`config.mk`:
```
export PLATFORM = sky130hd
export DESIGN_NAME = satq_fifo
export DESIGN_NICKNAME = d
export VERILOG_FILES = /design/src/hw/rtl/satq_fifo.sv
export SDC_FILE = /design/constraint.sdc
export NUM_CORES = 1
export LEC_CHECK = 0
export BUFFER_PORTS_ARGS = -buffer_cell sky130_fd_sc_hd__buf_2
export CORE_MARGIN = 2
export CORE_UTILIZATION = 52
export CTS_BUF_LIST = sky130_fd_sc_hd__clkbuf_4
export DETAILED_ROUTE_END_ITERATION = 8
export GPL_ROUTABILITY_DRIVEN = 0
export PLACE_DENSITY = 0.9
export SLEW_MARGIN = 25
export SYNTH_ARGS = -nofsm -noshare
export SYNTH_HDL_FRONTEND = slang
export SYNTH_SLANG_ARGS = --single-unit
```
`constraint.sdc`:
```
create_clock -name clk -period 1.8 [get_ports clk]
set_input_delay 0.36 -clock clk [delete_from_list [all_inputs] [get_ports clk]]
set_output_delay 0.36 -clock clk [all_outputs]
set_load 0.02 [all_outputs]
```
`src/hw/rtl/satq_fifo.sv`:
```
// Small register queue used between the block's parts and at the result side.
module satq_fifo #(
	parameter int WIDTH = 8,
	parameter int DEPTH = 2
) (
	input  logic             clk,
	input  logic             arst_n,
	input  logic             wr_en,
	input  logic [WIDTH-1:0] wr_data,
	output logic             full,
	input  logic             rd_en,
	output logic [WIDTH-1:0] rd_data,
	output logic             empty
);
	localparam int PW = (DEPTH > 1) ? $clog2(DEPTH) : 1;
	localparam int CW = $clog2(DEPTH + 1);

	logic [WIDTH-1:0] buf_q [DEPTH];
	logic [PW-1:0]    wr_ptr_q;
	logic [PW-1:0]    rd_ptr_q;
	logic [CW-1:0]    cnt_q;
	logic             do_wr;
	logic             do_rd;

	assign full    = (cnt_q == CW'(DEPTH));
	assign empty   = (cnt_q == '0);
	assign do_wr   = wr_en && !full;
	assign do_rd   = rd_en && !empty;
	assign rd_data = buf_q[rd_ptr_q];

	always_ff @(posedge clk) begin
		if (do_wr) begin
			buf_q[wr_ptr_q] <= wr_data;
		end
	end

	always_ff @(posedge clk or negedge arst_n) begin
		if (!arst_n) begin
			wr_ptr_q <= '0;
			rd_ptr_q <= '0;
			cnt_q    <= '0;
		end else begin
			if (do_wr) begin
				wr_ptr_q <= (wr_ptr_q == PW'(DEPTH - 1)) ? '0 : wr_ptr_q + 1'b1;
			end
			if (do_rd) begin
				rd_ptr_q <= (rd_ptr_q == PW'(DEPTH - 1)) ? '0 : rd_ptr_q + 1'b1;
			end
			if (do_wr && !do_rd) begin
				cnt_q <= cnt_q + 1'b1;
			end else if (do_rd && !do_wr) begin
				cnt_q <= cnt_q - 1'b1;
			end
		end
	end
endmodule

```
## Word-level counts from Yosys, hierarchy flattened

Memories as Yosys holds them, arrays and structs flattened.
Cells that the tools add are included.

| cells by class | value |
|---|---|
| $add $sub $neg | 4 |
| equal/unequal tests | 1 |
| mux-type cells | 6 |
| reduce and logical (&&, ||, !) cells | 10 |

Operator list:

| operator | count |
|---|---|
| $logic_and 1x1->1 | 4 |
| $logic_not 1->1 | 4 |
| $mux 1 | 4 |
| $mux 2 | 2 |
| $add 1x1->1 const B | 2 |
| $add 2x1->2 const B | 1 |
| $eq 2x2->1 const B | 1 |
| $logic_not 2->1 | 1 |
| $reduce_bool 2->1 | 1 |
| $sub 2x1->2 const B | 1 |

| word-level totals | value |
|---|---|
| register bits | 4 |
| memory bits (writable) | 16 |
| bits of input ports | 12 |
| output and inout port bits | 10 |
| memories kept | 1 |

Memories:

| name | depth | width | read ports | clocked after Yosys merged registers in | wr ports | line | source |
|---|---|---|---|---|---|---|---|
| buf_q | 2 | 8 | 1 | 0 | 1 | 18 | `logic [WIDTH-1:0] buf_q [DEPTH];` |

## Longest topological paths before layout

| depth | value |
|---|---|
| depth after elaboration | 7 |
| mapped depth | 7 |
| depth with buffers taken out | 7 |

## Worst setup path after synthesis

No wires, ideal clock.

| timing | value |
|---|---|
| kind | reg2reg |
| from | register cnt_q[0] |
| to | memory buf_q[0][0] (enable) |
| arrival time | 1022 ps |
| required time | 1430 ps |
| path slack | 408 ps |
| cell stages (with the launch flop) | 4 |
| path buffers | 0 |
| clock period less this slack | 1392 ps |
| cells stage by stage | dfrtp_1 nand2b_1 nand2_2 nor2_1 |

| between the ends | value |
|---|---|
| longest elaborated chain between the ends | 5 |

Ends and longest elaborated chain:

| item | line | source |
|---|---|---|
| start, declared | 21 | `logic [CW-1:0] cnt_q;` |
| start signal, assigned | 50 | `cnt_q <= cnt_q + 1'b1;` |
| start signal, assigned | 52 | `cnt_q <= cnt_q - 1'b1;` |
| $eq 2x2->1 | 25 | `assign full = (cnt_q == CW'(DEPTH));` |
| $logic_not 1->1 | 27 | `assign do_wr = wr_en && !full;` |
| $logic_and 1x1->1 | 27 |  |
| $mux 1 | 32 | `if (do_wr) begin` |
| $mux 1 (not written as such) | 33 | `buf_q[wr_ptr_q] <= wr_data;` |
| end, declared | 18 |  |

No other way between the ends.

## Final worst setup path

| timing | value |
|---|---|
| from | register rd_ptr_q |
| to | output rd_data[4] |

| between the ends | value |
|---|---|
| longest elaborated chain between the ends | 1 |

Ends and longest elaborated chain:

| item | line | source |
|---|---|---|
| start, declared | 20 | `logic [PW-1:0] rd_ptr_q;` |
| start signal, assigned | 47 | `rd_ptr_q <= (rd_ptr_q == PW'(DEPTH - 1)) ? '0 : rd_ptr_q + 1'b1;` |
| $mem_v2 2x8 | n/a |  |
| end, declared | 12 | `output logic [WIDTH-1:0] rd_data,` |

No other way between the ends.

==> results.md <==
| Stage | Result | Value |
| --- | --- | --- |
| synthesis | Mapped Area | 782 sq um |
| clocking | Clock tree buffer depth | 2 |
| critical path | End of the worst register-to-register path | cnt_q[1] |
| power | VDD IR max | 1.03 mV |
| finish | Core occupancy in the finished layout | 0.726 |
| timing | Worst clock skew | 1.11 ps |
| timing | Worst max-slew margin expressed relative to the limit | 0.748 |
| power | Static leakage power | 0.416 nW |
| drt | Sum of routed wire length over all layers | 1240 um |
| synthesis | Count of warnings emitted by yosys | 0 |
| synthesis | Syn avg cell area | 17.8 sq um |
| floorplanning | Initial standard-cell utilization of the core | 0.579 |
| placement | Post-placement worst setup slack | 312 ps |
| critical path | R2r worst-path depth | 6 |
| critical path | Crit Path Class | reg -> out |
| timing | Actual transition at the worst max-transition pin | 378 ps |
| synthesis | Yosys top cell by area | sky130_fd_sc_hd__edfxtp_1 |
| finish | Final-layout fill cell count | 96 |
| grt | Initial antenna violation count | 0 |
| drt | Routed wirelength normalized by instance count | 14.5 um |
| clocking | # Post-CTS Setup Buffers | 0 |
| floorplanning | Floorplan core area | 1350 sq um |
| critical path | Top delay family on crit path | flip-flops |
| timing | WHS | 242 ps |
| critical path | Crit-path slowest cell | sky130_fd_sc_hd__dfrtp_2 |
| timing | Total negative slack | 0 ps |
| worst hold path | Hold Crit Endpoint | buf_q[0][4] |
| synthesis | Post-Synthesis Net Count | 57 |
| timing | Min cycle time layout | 1700 ps |
| grt | Largest net degree at the start of global routing | 13 |
| floorplanning | Num ports | 22 |
| worst hold path | Worst min path class | in -> reg |
| drt | Count of TritonRoute iterations in the first routing pass | 4 |
| grt | Busiest grt layer | met2 |
| timing | RSZ-0062 raised after global routing | false |
| critical path | Worst-path maximum fanout | 9 |
| finish | Number of antenna diodes | 0 |
| clocking | Clk pin slew, worst setup/hold paths | 110 ps |
| critical path | Buffers & Inverters on Critical Path | 1 |
| floorplanning | Floorplan die width | 42.8 um |
| power | Total power density per cell area | 1730 nW/um^2 |
| floorplanning | Die extent in y | 42.8 um |
| worst hold path | Launch point of the worst hold path | wr_data[4] |
| synthesis | Number of flip-flops and latches in the synthesized netlist | 20 |
| critical path | Reg2Reg Setup Slack | 250 ps |
| grt | GR Util met2 | 0.239 |
| finish | Layout Nets | 85 |
| drt | Total vias in the final route | 440 |
| clocking | Number of H-tree levels | 1 |
| timing | Endpoints failing hold | 0 |
| synthesis | Number of different library cells in the post-synthesis netlist | 15 |
| drt | Post-route DRC violation count | 0 |
| placement | Half-perimeter wire length after placement | 865 um |
| grt | GRT Total Usage | 0.153 |
| flow run | Max-cap violations | 0 |
| timing | Final number of max-transition violations | 0 |
| grt | Vias in the first global route | 432 |
| floorplanning | Core Rows | 13 |
| drt | Number of nets with antenna violations after routing | 0 |
| synthesis | Largest cells by area after synthesis | sky130_fd_sc_hd__edfxtp_1 (61%), sky130_fd_sc_hd__dfrtp_1 (13%), sky130_fd_sc_hd__mux2_1 (8.6%) |
| drt | Violation count after the first detailed-routing iteration | 9 |
| finish | Fraction of final layout cells with drive strength greater than 1 | 0.451 |
| drt | DR vias/cell | 5.12 |
| finish | Commonest cells after routing, fill and taps aside | sky130_fd_sc_hd__buf_2 (21), sky130_fd_sc_hd__edfxtp_1 (16), sky130_fd_sc_hd__mux2_1 (6) |
| critical path | Required @ worst endpoint | 1440 ps |
| grt | Met1 usage | 0.185 |
| synthesis | Proportion of synthesized chip area in sequential cells | 0.742 |
| power | Final Total Pwr | 1.70 mW |
| critical path | Cell breakdown of the critical path | mux2_1, buf_2 |
| timing | Setup violations, final | 0 |
| finish | Most common library cell in the layout ignoring fill and taps | sky130_fd_sc_hd__buf_2 |
| timing | Achievable frequency | 587 MHz |
| outcome | Run status | finished clean |
| finish | Synth-to-Final Area Change | 25.3% |
| timing | Worst setup slack after layout | 97.1 ps |
| clocking | Source-to-sink clock delay at the later pin of the worst-skew pair | 300 ps |
| synthesis | Area share of the leading cell type in the synthesized netlist | 0.614 |
| clocking | Clock buffer count from CTS | 3 |
| timing | Final Cycle Share | 0.946 |
| floorplanning | Die area | 1830 sq um |
| synthesis | Number of standard cells after synthesis | 44 |
| placement | Port Buffer Count | 21 |
| critical path | CP peak stage delay | 520 ps |
| worst hold path | WHS Path Cells | 1 |
| grt | Met3 capacity usage during global routing | 0.0426 |
| clocking | Number of sinks handled by clock tree synthesis | 20 |
| critical path | Capturing element type of the critical path | output pin |
| grt | First-pass GRT wire length | 1950 um |
| grt | Overflow left after global routing | 0 |
| critical path | Critical path arrival | 1340 ps |
| clocking | Clock tree from TritonCTS | built |
| critical path | Critical path startpoint category | flip-flop |
| critical path | Origin of the critical flop-to-flop path | cnt_q[0] |
| clocking | Root cell of the clock tree | sky130_fd_sc_hd__clkbuf_4 |
## Yosys cell counts
| cell type | instances |
|---|---|
| sky130_fd_sc_hd__nand2b_1 | 1 |
| sky130_fd_sc_hd__mux2_1 | 6 |
| sky130_fd_sc_hd__xnor2_1 | 2 |
| sky130_fd_sc_hd__nand2_2 | 1 |
| sky130_fd_sc_hd__xnor2_2 | 1 |
| sky130_fd_sc_hd__edfxtp_1 | 16 |
| sky130_fd_sc_hd__nor2_1 | 3 |
| sky130_fd_sc_hd__inv_1 | 2 |
| sky130_fd_sc_hd__mux2_2 | 2 |
| sky130_fd_sc_hd__and3_1 | 1 |
| sky130_fd_sc_hd__dfrtp_1 | 4 |
| sky130_fd_sc_hd__xor2_1 | 2 |
| sky130_fd_sc_hd__o21ai_1 | 1 |
| sky130_fd_sc_hd__buf_2 | 1 |
| sky130_fd_sc_hd__ha_1 | 1 |
## layout make-up
class	count	area, sq um	area share
repair buffers	24	130	0.133
clock inverters	1	30.0	0.0307
flip-flops and latches	20	582	0.594
clock buffers	3	22.5	0.0230
multi-input cells	21	189	0.193
well taps	15	18.8	0.0192
inverters	2	7.51	0.00766
## state kept, by name, indices dropped and copies added, names as in the netlist
| register | flops |
|---|---|
| wr_ptr_q | 1 |
| rd_ptr_q | 1 |
| cnt_q | 2 |
| buf_q | 16 |
## cells by family after synthesis
| group | Yosys count | synth area share |
|---|---|---|
| muxes | 8 | 0.115 |
| buffers and inverters | 3 | 0.0160 |
| and+or+nand+nor | 6 | 0.0384 |
| DFF | 20 | 0.742 |
| AOI/OAI and AO/OA | 1 | 0.00639 |
| adders and majority gates | 1 | 0.0160 |
| xor gates and xnor gates | 5 | 0.0656 |
## stage by stage
step                instance area, sq um  instances
finish                               980         86
global route                         980         86
CTS                                  980         86
detailed placement                   916         81
global placement                     916         81
floorplan                            782         44
## layer usage
| layer | share of wire | wire (um) |
|---|---|---|
| met4 | 0 | 0 |
| met1 | 0.45 | 562 |
| met2 | 0.51 | 629 |
| met5 | 0 | 0 |
| met3 | 0.042 | 52 |
## timing repair
action                     CTS  global route
hold endpoints to repair     4             0
resized for setup            1             0
hold buffers                 1             0
setup endpoints to repair    6             0
## how the worst max path moves through the flow
stage | start | endpoint | slack (ps) | cells past startpoint
after CTS | rd_ptr_q | rd_data[4] | 90 | 2
after global placement | rd_ptr_q | rd_data[4] | 360 | 2
after global routing | rd_ptr_q | rd_data[4] | 40 | 2
final | rd_ptr_q | rd_data[4] | 100 | 2
after floorplan | cnt_q[0] | buf_q[0][0] | 410 | 3
after detailed placement | cnt_q[0] | cnt_q[1] | 310 | 6
## power by group
part           leakage (nW)  internal [mW]  switching [mW]  total (mW)
logic                 0.194          0.259           0.323       0.582
clock network        0.0279          0.225           0.133       0.358
registers             0.194          0.649           0.108       0.757
total                 0.416           1.13           0.564        1.70
Note: power is estimated with default switching activity, not from simulation.
