`config.mk`:
```
export PLATFORM = sky130hd
export DESIGN_NAME = satq_front
export DESIGN_NICKNAME = d
export VERILOG_FILES = /design/src/hw/rtl/satq_pkg.sv /design/src/hw/rtl/satq_front.sv
export SDC_FILE = /design/constraint.sdc
export NUM_CORES = 1
export LEC_CHECK = 0
export BUFFER_PORTS_ARGS = -buffer_cell sky130_fd_sc_hd__buf_2
export CORE_MARGIN = 10
export CORE_UTILIZATION = 35
export DETAILED_ROUTE_END_ITERATION = 16
export HOLD_SLACK_MARGIN = 0.15
export PLACE_DENSITY_LB_ADDON = 0.12
export REMOVE_ABC_BUFFERS = 1
export SLEW_MARGIN = 20
export SYNTH_ARGS = -nofsm -noshare
export SYNTH_HDL_FRONTEND = slang
export SYNTH_SLANG_ARGS = --single-unit
```
`constraint.sdc`:
```
create_clock -name clk -period 6.75 [get_ports clk]
set_input_delay 1.35 -clock clk [delete_from_list [all_inputs] [get_ports clk]]
set_output_delay 1.35 -clock clk [all_outputs]
set_load 0.05 [all_outputs]
```
`src/hw/rtl/satq_pkg.sv`:
```
// Shared types and constants for the summed-area table query block.
package satq_pkg;

	localparam int DIM_W     = 7;
	localparam int FIELD_W   = 6;
	localparam int VAL_W     = 16;
	localparam int SUM_W     = 32;
	localparam int CFG_W     = 7;
	localparam int CFG_IDX_W = 1;

	localparam logic REQ_LOAD  = 1'b0;
	localparam logic REQ_QUERY = 1'b1;

	localparam int CRN_MAIN = 0;
	localparam int CRN_UP   = 1;
	localparam int CRN_LEFT = 2;
	localparam int CRN_DIAG = 3;

	typedef enum logic [CFG_IDX_W-1:0] {
		REG_ROWS = 1'b0,
		REG_COLS = 1'b1
	} cfg_reg_t;

	typedef enum logic [1:0] {
		ST_OK         = 2'd0,
		ST_BAD_RANGE  = 2'd1,
		ST_NOT_LOADED = 2'd2
	} status_t;

	typedef struct packed {
		logic                    req_type;
		logic signed [VAL_W-1:0] cell_value;
		logic [FIELD_W-1:0]      top_row;
		logic [FIELD_W-1:0]      left_col;
		logic [FIELD_W-1:0]      bottom_row;
		logic [FIELD_W-1:0]      right_col;
	} req_t;

	typedef struct packed {
		logic signed [SUM_W-1:0] rect_sum;
		status_t                 status;
	} resp_t;

	typedef struct packed {
		logic [DIM_W-1:0] row;
		logic [DIM_W-1:0] col;
	} pos_t;

	typedef struct packed {
		logic             is_query;
		status_t          status;
		logic [3:0]       use_mask;
		pos_t [3:0]       corner;
		logic [SUM_W-1:0] part_sum;
	} cmd_t;

endpackage

```
`src/hw/rtl/satq_front.sv`:
```
// Front part: grid size registers, load position tracking and request classification.
module satq_front #(
	parameter int MAX_ROWS = 64,
	parameter int MAX_COLS = 64
) (
	input  logic                               clk,
	input  logic                               arst_n,
	input  logic                               cfg_wen,
	input  logic [satq_pkg::CFG_IDX_W-1:0]     cfg_index,
	input  logic [satq_pkg::CFG_W-1:0]         cfg_data,
	input  logic                               push,
	output logic                               full,
	input  satq_pkg::req_t                     req,
	output logic                               cmd_push,
	output satq_pkg::cmd_t                     cmd,
	input  logic                               cmd_full
);
	import satq_pkg::*;

	localparam int ROWS_RST = (64 > MAX_ROWS) ? MAX_ROWS : 64;
	localparam int COLS_RST = (64 > MAX_COLS) ? MAX_COLS : 64;

	function automatic logic [DIM_W-1:0] clamp_dim(input logic [CFG_W-1:0] v, input int maxv);
		logic [DIM_W-1:0] res;
		if (v == '0) begin
			res = DIM_W'(1);
		end else if (int'(v) > maxv) begin
			res = DIM_W'(maxv);
		end else begin
			res = DIM_W'(v);
		end
		return res;
	endfunction

	logic [DIM_W-1:0] rows_q;
	logic [DIM_W-1:0] cols_q;
	logic [DIM_W-1:0] load_row_q;
	logic [DIM_W-1:0] load_col_q;
	logic [SUM_W-1:0] run_sum_q;
	logic             table_full_q;

	logic             accept;
	logic [DIM_W-1:0] row_base;
	logic [DIM_W-1:0] col_base;
	logic [SUM_W-1:0] sum_base;
	logic             off_grid;
	logic [DIM_W-1:0] row_eff;
	logic [DIM_W-1:0] col_eff;
	logic [SUM_W-1:0] sum_new;
	logic [DIM_W-1:0] row_next;
	logic [DIM_W-1:0] col_next;
	logic             row_wrap;
	logic             grid_done;
	logic [DIM_W-1:0] q_top;
	logic [DIM_W-1:0] q_left;
	logic [DIM_W-1:0] q_bot;
	logic [DIM_W-1:0] q_right;
	logic [DIM_W-1:0] q_top_m1;
	logic [DIM_W-1:0] q_left_m1;
	logic             bad_range;

	assign full     = cmd_full;
	assign accept   = push && !cmd_full;
	assign cmd_push = accept;

	// Load position: restart after a full table, keep inside the grid in use.
	assign row_base  = table_full_q ? '0 : load_row_q;
	assign col_base  = table_full_q ? '0 : load_col_q;
	assign sum_base  = table_full_q ? '0 : run_sum_q;
	assign off_grid  = (row_base >= rows_q) || (col_base >= cols_q);
	assign row_eff   = off_grid ? '0 : row_base;
	assign col_eff   = off_grid ? '0 : col_base;
	assign sum_new   = (off_grid ? '0 : sum_base)
		+ {{(SUM_W - VAL_W){req.cell_value[VAL_W-1]}}, req.cell_value};
	assign row_next  = row_eff + 1'b1;
	assign col_next  = col_eff + 1'b1;
	assign row_wrap  = (col_next >= cols_q);
	assign grid_done = row_wrap && (row_next >= rows_q);

	assign q_top     = DIM_W'(req.top_row);
	assign q_left    = DIM_W'(req.left_col);
	assign q_bot     = DIM_W'(req.bottom_row);
	assign q_right   = DIM_W'(req.right_col);
	assign q_top_m1  = (q_top != '0) ? q_top - 1'b1 : '0;
	assign q_left_m1 = (q_left != '0) ? q_left - 1'b1 : '0;
	assign bad_range = (q_top > q_bot) || (q_left > q_right)
		|| (q_bot >= rows_q) || (q_right >= cols_q);

	always_comb begin
		cmd = '0;
		if (req.req_type == REQ_LOAD) begin
			cmd.is_query               = 1'b0;
			cmd.status                 = ST_OK;
			cmd.use_mask[CRN_MAIN]     = 1'b1;
			cmd.use_mask[CRN_UP]       = (row_eff != '0);
			cmd.corner[CRN_MAIN].row   = row_eff;
			cmd.corner[CRN_MAIN].col   = col_eff;
			cmd.corner[CRN_UP].row     = (row_eff != '0) ? row_eff - 1'b1 : '0;
			cmd.corner[CRN_UP].col     = col_eff;
			cmd.part_sum               = sum_new;
		end else begin
			cmd.is_query = 1'b1;
			if (bad_range) begin
				cmd.status = ST_BAD_RANGE;
			end else if (!table_full_q) begin
				cmd.status = ST_NOT_LOADED;
			end else begin
				cmd.status = ST_OK;
			end
			cmd.use_mask[CRN_MAIN]   = 1'b1;
			cmd.use_mask[CRN_UP]     = (q_top != '0);
			cmd.use_mask[CRN_LEFT]   = (q_left != '0);
			cmd.use_mask[CRN_DIAG]   = (q_top != '0) && (q_left != '0);
			cmd.corner[CRN_MAIN].row = q_bot;
			cmd.corner[CRN_MAIN].col = q_right;
			cmd.corner[CRN_UP].row   = q_top_m1;
			cmd.corner[CRN_UP].col   = q_right;
			cmd.corner[CRN_LEFT].row = q_bot;
			cmd.corner[CRN_LEFT].col = q_left_m1;
			cmd.corner[CRN_DIAG].row = q_top_m1;
			cmd.corner[CRN_DIAG].col = q_left_m1;
		end
	end

	always_ff @(posedge clk or negedge arst_n) begin
		if (!arst_n) begin
			rows_q       <= DIM_W'(ROWS_RST);
			cols_q       <= DIM_W'(COLS_RST);
			load_row_q   <= '0;
			load_col_q   <= '0;
			run_sum_q    <= '0;
			table_full_q <= 1'b0;
		end else if (cfg_wen) begin
			unique case (cfg_reg_t'(cfg_index))
				REG_ROWS: rows_q <= clamp_dim(cfg_data, MAX_ROWS);
				REG_COLS: cols_q <= clamp_dim(cfg_data, MAX_COLS);
				default: ;
			endcase
			load_row_q   <= '0;
			load_col_q   <= '0;
			run_sum_q    <= '0;
			table_full_q <= 1'b0;
		end else if (accept && (req.req_type == REQ_LOAD)) begin
			if (row_wrap) begin
				load_col_q <= '0;
				run_sum_q  <= '0;
				load_row_q <= grid_done ? '0 : row_next;
			end else begin
				load_col_q <= col_next;
				run_sum_q  <= sum_new;
				load_row_q <= row_eff;
			end
			table_full_q <= grid_done;
		end
	end
endmodule

```
# After elaboration in Yosys (flattened, before gate mapping)
# Cells that the tools add are included.
[totals] reg_bits=61 output_inout_bits=97 word_cells=70
[classes] n_addsub=6 n_lt_le_gt_ge=9 mux=31 n_bitwise=2 reduce_logical=16
[op_table] cell="32-bit 2-to-1 mux" count=6
[op_table] cell="7-bit 2-to-1 mux" count=16
[op_table] cell="28-bit 2-to-1 mux" count=2
[op_table] cell="32-bit adder" count=1
[op_table] cell="7-bit greater-or-equal comparator" count=4
[op_table] cell="7-bit nonzero test" count=3
[op_table] cell="7-bit by 1-bit adder with 7-bit output, second input constant" count=2
[op_table] cell="6-bit by 7-bit greater-or-equal comparator with 1-bit output" count=2
[op_table] cell="6-bit by 1-bit subtractor with 7-bit output, second input constant" count=2
[op_table] cell="6-bit > comparator" count=2
[op_table] cell="2-bit 2-to-1 mux" count=4
[op_table] cell="7-bit > comparator, second input constant" count=1
[op_table] cell="7-bit logical NOT" count=1
[op_table] cell="7-bit by 1-bit subtractor with 7-bit output, second input constant" count=1
[op_table] cell="1-bit logical AND" count=4
[op_table] cell="1-bit logical OR" count=4
[op_table] cell="2-bit AND reduction" count=2
[op_table] cell="3-bit 2-to-1 mux" count=1
[op_table] cell="1-bit 2-to-1 mux" count=2
[op_table] cell="1-bit inverter" count=2
[op_table] cell="2-bit nonzero test" count=1
[op_table] cell="1-bit logical NOT" count=1

# Longest topological paths before layout
# Gate-level depths: netlist (run 1).
[logic_depth] word_depth=11 depth_mapped=25 depth_no_buf=22

# Least setup slack after synthesis (run 1)
# OpenSTA, ideal clock, no wires.
[synth_timing] kind="register to output" start="register table_full_q" end="output cmd[24] (netlist name)" arrival_time_ns=5.121 setup_slack_ns=0.279 stages_incl_launch_ff=24 path_cell_list="dfrtp_1 clkbuf_1 nor2b_1 ha_1 a21o_1 a21oi_1 o211ai_1 a311o_1 nor2_1 buf_2 clkbuf_1 and2_1 ha_1 inv_1 fa_1 nor2b_1 o2111ai_1 a2111oi_0 nand3b_1 nand3_1 o21ai_0 a21oi_1 xor2_1 nor2_1"
[synth_lines] item="start, declared" line_no="satq_front.sv:40" text="logic table_full_q;"
[synth_lines] item="start signal, assigned" line_no="satq_front.sv:153" text="table_full_q <= grid_done;"
[synth_lines] item="end, declared" line_no="satq_front.sv:15" text="output satq_pkg::cmd_t cmd,"

==> qor.csv, run 1 <==
stage,metric,value,unit
final_layout,layout.filler_cells,1913,
setup_path,reg2regPathDepth,22,
die,width_of_the_die,156,um
setup_path,cp_data_arrival_time,5.03,ns
clocking,tritoncts_num_sinks,61,
sta,fin_crit_sh,94.5,%
global_routing,grt_first_pass_wirelength,32500,um
clocking,cts_tree,yes,
sta,final_hold_viol_count,0,
drt,drt-pass1-iter-count,4,
final_layout,layout-area-overhead-vs-synth,18.9,%
logic_synthesis,synthesis.area,6430,um2
sta,fmaxAchievable,157,MHz
logic_synthesis,synth_seq_cells,61,
clocking,ctsRootBufferMaster,clkbuf_16,
sta,setup_viol,0,
die,die_height,156,um
clocking,cts.clk_slew.worst_paths,0.06,ns
die,design.die.area,24200,um2
logic_synthesis,flip_flop_cell_with_the_highest_count_after_synthesis,dfrtp_1,
power_and_ir_drop,power.total,1420,uW
power_and_ir_drop,power_dens_cells,186,nW/um2
drt,vias,6097,
global_routing,number_of_antenna_violations_at_the_first_check_in_global_routing,2,
clocking,cts-buffers-inserted,9,
sta,timing.final.max_slew_violations,0,
power_and_ir_drop,vdd_drop_max,0.195,mV
setup_path,critPathMaxFanout,13,
power_and_ir_drop,total_leakage_power,0.00410,uW
place,dp_hpwl,15600,um
die,initial_core_util,35.7,%
sta,timing.clock.skew,0.00873,ns
final_layout,instances_no_fill,1189,
die,fp-row-count,49,
final_layout,utilization_after_layout,42.4,%
setup_path,crit_path_end_kind,primary output,
worst_hold_path,timing.hold.worst.class,reg -> reg,
job,max_cap_viol_count,0,
logic_synthesis,syn_area_per_cell,7.75,um2
status,status,"finished, final reports clean",
final_layout,final_layout_size_suffix_gt1_share,20.5,%
die,num_io_pins,151,
drt,drc,0,
place,dpl.cell_count,1172,
logic_synthesis,sequential_area_share_after_synthesis,23.8,%
drt,detail-route-antenna-nets,0,
global_routing,gr-total-overflow,0,
logic_synthesis,netlist-cell-type-count,57,
logic_synthesis,postSynthCellCount,830,
worst_hold_path,holdPathStages,2,
setup_path,timing.setup.critical_path_class,reg -> out,
clocking,cts-hold-fix-buffers,0,
logic_synthesis,asyncSetResetFlopFracSynth,100,%
sta,fin_worst_hold_slack,0.468,ns
drt,first_iter_violations,343,
global_routing,maximum_number_of_pins_on_one_net_before_global_route_repair,62,
logic_synthesis,ys.warnings.count,0,
sta,worst_slew_pin_slew,1.05,ns
sta,timing.final.crit_period,6.38,ns
drt,vias_per_cell,5.13,
setup_path,data_required_time_of_the_critical_path,5.40,ns
final_layout,multi_input_area,4510,um2
clocking,cts_buffer_depth,2,
sta,worst_slew_margin_rel,29.9,%
sta,rsz0062_at_grt,true,
setup_path,timing.critical_path.from_type,register,
clocking,clock_insertion_delay_worst_skew,0.34,ns
global_routing,first_global_vias,6301,
logic_synthesis,synth_enable_flop_cells,0,
drt,wl_per_cell,16.6,um
final_layout,finish.net_count,1095,
place,gpl.final_weighted_congestion,0.849,
clocking,clock_tree.htree_level_count,3,
place,number_of_buffers_inserted_by_port_buffering,145,
die,core_region_area,18000,um2
drt,wl_final,19800,um
final_layout,ff_latch_area,1530,um2
global_routing,groute.usage.overall,16.2,%
[logic make-up after synthesis]
family / count (synthesis) / share of synthesized area, %
AOI/OAI and AO/OA: 218 / 21.5
xor gates and xnor gates: 50 / 6.81
adders and majority gates: 88 / 17.2
buffers and inverters: 96 / 6.85
DFF: 61 / 23.8
muxes: 3 / 0.525
other: 2 / 0.117
and+or+nand+nor: 312 / 23.2
[timing repair]
action,in CTS,in global routing
buffers inserted,0,0
resized for setup,0,16
endpoints found under the setup margin,0,12
[where the power goes]
group	internal (uW)	switching [uW]	leakage [uW]
registers	386	13.6	0.000827
logic	163	388	0.00312
clock network	288	187	0.000150
total	836	588	0.00410
[through the flow]
stage	TNS, ns	setup slack, ns	instance area [um2]
after floorplan	-2.42	-0.377	6180
after global placement	0	0.549	7310
after detailed placement	0	0.497	7310
after CTS	0	0.0976	7610
after global routing	-0.0123	-0.00967	7650
final	0	0.371	7650
[sequential cells by signal, indices dropped and copies added (netlist names)]
register      count
rows_q            7
run_sum_q        32
load_row_q        7
cols_q            7
load_col_q        7
table_full_q      1
[worst paths after layout]
kind | start | endpoint | slack, ns
worst max-delay path | table_full_q$_DFFE_PN0P_ | cmd[29] | 0.37
worst min-delay path | run_sum_q[12]$_DFFE_PN0P_ | run_sum_q[12]$_DFFE_PN0P_ | 0.47
worst max register to register | table_full_q$_DFFE_PN0P_ | load_row_q[0]$_DFFE_PN0P_ | 1.55
worst min register to register | run_sum_q[12]$_DFFE_PN0P_ | run_sum_q[12]$_DFFE_PN0P_ | 0.47
max in group asynchronous | arst_n | table_full_q$_DFFE_PN0P_ | 4.95
min in group asynchronous | arst_n | run_sum_q[10]$_DFFE_PN0P_ | 1.15
[cells in the final DEF (no fill, tap or decap), types with 4 or more instances in the layout]
cell type  count
buf_2        141
nand2_1       92
nor2_1        86
ha_1          86
o21ai_0       65
dfrtp_1       58
inv_1         47
a21oi_1       46
a21o_1        32
and2_1        32
xnor2_1       28
xor2_1        22
nand2b_1      20
nor2b_1       19
buf_4         15
nand3_1       12
nor3_1        12
a22o_1        11
or3_1          9
o22ai_1        9
clkbuf_16      9
a211oi_1       8
and3_1         7
o31ai_1        6
o21bai_1       6
o21a_1         5
a31oi_1        5
nand4_1        5
conb_1         5
o211ai_1       4
[cell type report]
cell class / count / area share (%)
timing repair buffer: 159 / 11.0
tap: 229 / 3.75
clock buffer: 9 / 2.94
clock inverter: 7 / 0.981
inverter: 47 / 2.31
sequential: 61 / 20.0
multi-input combinational: 676 / 59.0
antenna: 1 / 0.0327
[synthesized netlist by cell type (11+ instances only)]
cell / number / area, um2
nand2_1: 93 / 349
nor2_1: 88 / 330
ha_1: 86 / 1080
o21ai_0: 67 / 335
dfrtp_1: 59 / 1480
inv_1: 47 / 176
a21oi_1: 46 / 230
a21o_1: 32 / 240
and2_1: 32 / 200
xnor2_1: 28 / 245
clkbuf_1: 25 / 93.8
xor2_1: 22 / 193
nor2b_1: 21 / 131
buf_4: 20 / 150
nand2b_1: 20 / 125
nand3_1: 13 / 65.1
nor3_1: 12 / 60.1
a22o_1: 11 / 96.3
[layer usage]
layer  GRT usage, %  routed length, um
met2           27.3               9080
met4           4.86                372
met5              0                 13
met3           4.52               1320
met1           19.5               8960
[critical path: stages (launching register included)]
cell	delay, ns
dfrtp_2	0.48
buf_4	0.20
nand2b_1	0.18
ha_1	0.29
nor2_1	0.10
a21o_1	0.12
a21oi_1	0.06
a311o_2	0.43
nor2_4	0.17
buf_4	0.20
and2_1	0.14
ha_1	0.26
a21o_1	0.20
o21bai_1	0.21
o211ai_1	0.22
nand2_2	0.15
a21oi_1	0.28
o21ai_0	0.23
a21o_1	0.25
xnor2_1	0.14
nor2_1	0.08
buf_2	0.27
No activity file was read; power rests on OpenSTA's default activity.
==> run 2, diff against run 1 <==
--- a/config.mk
+++ b/config.mk
@@ -6,8 +6,10 @@
 export NUM_CORES = 1
 export LEC_CHECK = 0
 export BUFFER_PORTS_ARGS = -buffer_cell sky130_fd_sc_hd__buf_2
+export CELL_PAD_IN_SITES_DETAIL_PLACEMENT = 1
+export CELL_PAD_IN_SITES_GLOBAL_PLACEMENT = 2
 export CORE_MARGIN = 10
-export CORE_UTILIZATION = 35
+export CORE_UTILIZATION = 31
 export DETAILED_ROUTE_END_ITERATION = 16
 export HOLD_SLACK_MARGIN = 0.15
 export PLACE_DENSITY_LB_ADDON = 0.12
==> run 2 against run 1 <==
Against the previous run:
- hold slack gained 0.0010 ns
- highest routed layer is now met4
- clock skew shrank 0.00099 ns
- critical endpoint is now cmd[28]
- total power shrank 1.2%
- core utilization shrank 4.4 points
- worst setup slack lost 0.0025 ns
- combinational power grew 3%
==> qor.csv, run 2 (same netlist as run 1, synthesis figures left out) <==
stage,metric,value,unit
sta,timing.clock.skew,0.00774,ns
global_routing,gr-total-overflow,0,
global_routing,first_global_vias,6678,
sta,worst_slack,0.369,ns
die,core_region_area,20300,um2
drt,first_iter_violations,252,
sta,fin_crit_sh,94.5,%
power_and_ir_drop,total_leakage_power,0.00412,uW
drt,detail-route-antenna-nets,0,
final_layout,layout-area-overhead-vs-synth,20.0,%
final_layout,largest_register_ffs,32,
die,width_of_the_die,164,um
clocking,cts_tree,yes,
sta,final_hold_viol_count,0,
drt,wl_final,22100,um
worst_hold_path,holdPathStages,2,
drt,wl_per_cell,17.9,um
sta,setup_viol,0,
final_layout,final_area,7720,um2
setup_path,r2r-end,load_row_q[3]$_DFFE_PN0P_,
die,num_io_pins,151,
sta,timing.final.crit_period,6.38,ns
drt,drt-pass1-iter-count,4,
power_and_ir_drop,power_dens_cells,182,nW/um2
clocking,clock_insertion_delay_worst_skew,0.34,ns
clocking,clock_tree.htree_level_count,3,
setup_path,crit_path_end_kind,primary output,
global_routing,groute.usage.overall,16.6,%
global_routing,grt_first_pass_wirelength,35800,um
final_layout,utilization_after_layout,38.0,%
sta,fmaxAchievable,157,MHz
clocking,cts-hold-fix-buffers,0,
place,place_area,7370,um2
final_layout,mostFrequentLayoutCells,"buf_2, nand2_1, nor2_1, ha_1, o21ai_0",
clocking,cts-buffers-inserted,9,
setup_path,startpoint,table_full_q$_DFFE_PN0P_,
clocking,ctsRootBufferMaster,clkbuf_16,
place,number_of_buffers_inserted_by_port_buffering,145,
final_layout,final_layout_size_suffix_gt1_share,20.9,%
status,status,"finished, final reports clean",
global_routing,maximum_number_of_pins_on_one_net_before_global_route_repair,62,
place,dp_hpwl,17500,um
die,fp-row-count,52,
setup_path,critPathMaxFanout,8,
place,gpl.final_weighted_congestion,0.845,
setup_path,cp_data_arrival_time,5.03,ns
sta,fin_setup_tns,0,ns
clocking,cts.clk_slew.worst_paths,0.05,ns
power_and_ir_drop,vdd_drop_max,0.106,mV
final_layout,finish.net_count,1101,
drt,vias,6135,
sta,timing.final.max_slew_violations,0,
final_layout,layout.filler_cells,2551,
job,max_cap_viol_count,0,
sta,worst_slew_margin_rel,41.4,%
place,preCtsSetupSlack,0.167,ns
clocking,cts_buffer_depth,2,
drt,drc,0,
setup_path,data_required_time_of_the_critical_path,5.40,ns
die,design.die.area,26900,um2
clocking,tritoncts_num_sinks,61,
final_layout,register_bank_with_the_most_flops,run_sum_q,
sta,worst_slew_pin_slew,0.879,ns
drt,vias_per_cell,4.97,
setup_path,r2r-start,table_full_q$_DFFE_PN0P_,
setup_path,timing.critical_path.from_type,register,
setup_path,worst_r2r_setup_slack,0.98,ns
die,die_height,164,um
setup_path,timing.setup.critical_path_class,reg -> out,
worst_hold_path,hold_path_end,run_sum_q[28]$_DFFE_PN0P_,
global_routing,number_of_antenna_violations_at_the_first_check_in_global_routing,1,
worst_hold_path,timing.hold.worst.class,reg -> reg,
die,initial_core_util,31.7,%
final_layout,mostFrequentLayoutCell,buf_2,
setup_path,reg2regPathDepth,24,
worst_hold_path,hold_startpoint,run_sum_q[28]$_DFFE_PN0P_,
-- run 2: changes by cell type in the layout (fill, tap and decap cells not counted), moves of 2 or more --
cell	delta
clkinv_4	-3
buf_2	+2
o21ai_1	+2
clkbuf_8	+2
buf_4	+4
-- run 2: routing by layer --
layer,track usage [%],wire [um],vias to the layer above
met3,3.43,1300,17
met2,28.4,10300,138
met1,20.7,10300,2861
li1,-,-,3119
met4,4.31,225,0
met5,0,0,-
-- run 2: power breakdown --
| group | total, uW | leakage (uW) | switching (uW) | internal, uW |
|---|---|---|---|---|
| Clock | 439 | 0.000134 | 176 | 263 |
| Sequential | 399 | 0.000827 | 13.3 | 386 |
| Combinational | 569 | 0.00315 | 399 | 170 |
| Total | 1410 | 0.00412 | 588 | 819 |
-- run 2: worst max path at each step --
| stage | endpoint | slack, ns | cells past startpoint |
|---|---|---|---|
| global route | cmd[28] | -0.02 | 21 |
| finish | cmd[28] | 0.37 | 22 |
| CTS | cmd[24] | 0.09 | 20 |
| floorplan | cmd[24] | -0.38 | 19 |
| global placement | cmd[24] | 0.28 | 20 |
| detailed placement | cmd[24] | 0.17 | 20 |
-- run 2: timing repair --
action                     4_1_cts  5_1_grt
pin swaps                        1        3
setup buffers                    3        2
resized for setup                1       15
setup endpoints to repair        8       11
-- run 2: worst max-delay path, cell delays in order, from the launching register on --
cell,delay [ns]
dfrtp_2,0.47
buf_2,0.20
nor2b_2,0.20
ha_1,0.26
o21ai_0,0.08
a21o_1,0.11
a21oi_1,0.06
a311o_2,0.43
nor2_4,0.14
and2_1,0.13
ha_1,0.19
inv_1,0.07
fa_1,0.40
nor2b_1,0.16
o2111ai_1,0.21
a21oi_1,0.26
o21ai_1,0.11
a21oi_1,0.26
o31a_1,0.21
o221ai_1,0.15
xor2_1,0.21
nor2_1,0.10
buf_2,0.27
-- run 2: through the flow --
step	power [uW]	hold slack, ns	cells
floorplan	786	0.440	784
global placement	968	0.454	1214
detailed placement	972	0.463	1214
CTS	1430	0.476	1231
global route	1500	0.499	1233
finish	1410	0.469	1234
-- run 2: layout make-up --
class | instances | area [um2] | area share (%)
antenna | 1 | 2.50 | 0.0324
clock buffer | 12 | 256 | 3.32
clock inverter | 2 | 10.0 | 0.130
inverter | 47 | 176 | 2.29
multi-input combinational | 676 | 4520 | 58.6
sequential | 61 | 1530 | 19.8
tap | 270 | 338 | 4.38
timing repair buffer | 165 | 881 | 11.4
==> run 3, diff against run 2 <==
--- a/config.mk
+++ b/config.mk
@@ -9,7 +9,7 @@
 export CELL_PAD_IN_SITES_DETAIL_PLACEMENT = 1
 export CELL_PAD_IN_SITES_GLOBAL_PLACEMENT = 2
 export CORE_MARGIN = 10
-export CORE_UTILIZATION = 31
+export CORE_UTILIZATION = 28
 export DETAILED_ROUTE_END_ITERATION = 16
 export HOLD_SLACK_MARGIN = 0.15
 export PLACE_DENSITY_LB_ADDON = 0.12
==> constraint.sdc (replaced) <==
create_clock -name clk -period 5.3 [get_ports clk]
set_input_delay 1.06 -clock clk [delete_from_list [all_inputs] [get_ports clk]]
set_output_delay 1.06 -clock clk [all_outputs]
set_load 0.05 [all_outputs]
==> run 3 against run 2 <==
Against the previous run:
- the flow now finishes with violations (setup timing)
- hold slack worse by 0.00051 ns
- register-to-register slack got worse by 0.62 ns
- non-clock buffer count rose by 111
- clock power increased by 45%
- wire length increased by 9.1%
- largest cell class unchanged
==> qor.csv, run 3 (same netlist as run 1, synthesis figures left out) <==
stage,metric,value,unit
status,status,"complete, but fails checks",
status,violations,setup timing,
global_routing,grt_first_pass_wirelength,38000,um
die,num_io_pins,151,
setup_path,critPathMaxFanout,4,
setup_path,worst_r2r_setup_slack,0.36,ns
setup_path,cp_data_arrival_time,4.64,ns
sta,final_hold_viol_count,0,
global_routing,number_of_antenna_violations_at_the_first_check_in_global_routing,0,
drt,detail-route-antenna-nets,0,
power_and_ir_drop,power.share.sequential,24.8,%
final_layout,final_layout_size_suffix_gt1_share,36.8,%
final_layout,multi_input_area,5090,um2
die,initial_core_util,28.4,%
clocking,cts_tree,yes,
place,place_area,8190,um2
final_layout,layout-area-overhead-vs-synth,45.7,%
die,fp-row-count,55,
setup_path,crit_path_end_kind,primary output,
power_and_ir_drop,power_frac_comb,44.0,%
sta,timing.final.max_slew_violations,0,
sta,fin_crit_sh,108,%
clocking,cts.clk_slew.worst_paths,0.06,ns
final_layout,mostFrequentLayoutCells,"buf_4, buf_2, nand2_1",
sta,fmaxAchievable,175,MHz
sta,fin_worst_hold_slack,0.468,ns
sta,timing.clock.skew,0.00834,ns
setup_path,startpoint,table_full_q$_DFFE_PN0P_,
setup_path,r2r-end,load_row_q[0]$_DFFE_PN0P_,
final_layout,antenna_cells,0,
die,design.die.area,29400,um2
sta,rsz0062_at_grt,true,
drt,drt-pass1-iter-count,4,
final_layout,final_area,9370,um2
power_and_ir_drop,power.switching_fraction,39.9,%
final_layout,largest_register_ffs,32,
die,die_height,172,um
power_and_ir_drop,relative_contribution_of_the_clock_network_to_total_power,31.2,%
clocking,cts_buffer_depth,2,
sta,worst_slack,-0.400,ns
power_and_ir_drop,net_switching_power_of_the_design,813,uW
place,gpl.final_weighted_congestion,0.815,
final_layout,mostFrequentLayoutCell,buf_4,
sta,worst_slew_margin_rel,55.0,%
sta,timing.final.crit_period,5.70,ns
final_layout,layout.filler_cells,2737,
setup_path,timing.setup.critical_path_class,reg -> out,
final_layout,register_bank_with_the_most_flops,run_sum_q,
sta,setup_viol,22,
power_and_ir_drop,total_leakage_power,0.00482,uW
setup_path,r2r-start,table_full_q$_DFFE_PN0P_,
worst_hold_path,timing.hold.worst.class,reg -> reg,
final_layout,finish.net_count,1212,
setup_path,critical_path_capture_point,cmd[24],
drt,wl_final,24100,um
global_routing,gr-total-overflow,0,
drt,vias,6663,
global_routing,first_global_vias,7195,
power_and_ir_drop,power.total,2040,uW
place,number_of_buffers_inserted_by_port_buffering,145,
sta,worst_slew_pin_slew,0.671,ns
setup_path,data_required_time_of_the_critical_path,4.24,ns
clocking,clock_insertion_delay_worst_skew,0.34,ns
die,core_region_area,22600,um2
die,width_of_the_die,172,um
global_routing,groute.usage.overall,16.1,%
power_and_ir_drop,intPower,1230,uW
setup_path,reg2regPathDepth,25,
final_layout,ff_latch_area,1530,um2
drt,drc,0,
setup_path,timing.critical_path.from_type,register,
drt,wl_per_cell,17.7,um
power_and_ir_drop,power_dens_cells,218,nW/um2
place,dp_hpwl,18900,um
clocking,clock_tree.htree_level_count,3,
drt,first_iter_violations,218,
clocking,ctsRootBufferMaster,clkbuf_16,
power_and_ir_drop,vdd_drop_max,0.118,mV
global_routing,maximum_number_of_pins_on_one_net_before_global_route_repair,49,
job,max_cap_viol_count,0,
clocking,cts-buffers-inserted,9,
clocking,tritoncts_num_sinks,61,
drt,vias_per_cell,4.90,
[run 3: metal layers]
metal	up-vias	part of all wire (%)	track usage [%]
met5	-	0	0
met4	0	0.73	3.18
met3	12	5.6	3.28
met2	134	48	27.9
met1	3184	45	20.2
li1	3333	-	-
[run 3: power by group through the flow]
stage	logic, uW	registers [uW]	clock network [uW]
final	898	505	637
after global routing	984	509	668
after CTS	866	505	657
after detailed placement	804	512	0
after global placement	798	512	0
after floorplan	491	510	0
[run 3: per-stage QoR]
step                setup WS [ns]  instances  setup TNS [ns]  utilization [%]
floorplan                   -1.54        784          -43.27                -
global placement           -0.338       1332           -3.42             36.2
detailed placement         -0.387       1332           -4.74             36.2
CTS                        -0.514       1355           -7.70             39.8
global route               -0.655       1361          -11.14             41.4
finish                     -0.400       1361           -5.67             41.4
[run 3: what timing repair did]
action	in CTS	in global routing
pin swaps	42	48
gates resized for setup	101	73
setup endpoints to repair	31	32
buffers inserted	7	6
hold buffers	0	0
[run 3: critical path, cell delays in order, from the launching register on]
cell       delay (ns)
dfrtp_2          0.44
buf_6            0.14
nor2b_4          0.12
ha_4             0.21
a21o_1           0.18
a21oi_2          0.15
o211ai_1         0.10
a311o_1          0.33
nor2_4           0.16
and2_4           0.17
ha_4             0.12
inv_2            0.04
fa_2             0.38
nor2b_4          0.15
o2111ai_4        0.14
a2111oi_4        0.35
nand3b_1         0.22
nand3_2          0.13
o21ai_2          0.17
a21oi_2          0.10
xor2_2           0.19
nor2_1           0.14
buf_6            0.18
[run 3: layout make-up]
cell class	count	area share (%)
Clock buffer	13	2.88
Sequential cell	61	16.3
Timing Repair Buffer	276	20.4
Tap cell	285	3.80
Clock inverter	3	0.454
Multi-Input combinational cell	676	54.3
Inverter	47	1.88
[run 3: how the worst min path moves through the flow]
stage	startpoint	end	cells past startpoint
floorplan	run_sum_q[13]$_DFFE_PN0P_	run_sum_q[13]$_DFFE_PN0P_	2
global placement	run_sum_q[14]$_DFFE_PN0P_	run_sum_q[14]$_DFFE_PN0P_	2
detailed placement	run_sum_q[13]$_DFFE_PN0P_	run_sum_q[13]$_DFFE_PN0P_	2
CTS	run_sum_q[13]$_DFFE_PN0P_	run_sum_q[13]$_DFFE_PN0P_	2
global route	run_sum_q[9]$_DFFE_PN0P_	run_sum_q[9]$_DFFE_PN0P_	2
finish	run_sum_q[16]$_DFFE_PN0P_	run_sum_q[16]$_DFFE_PN0P_	2
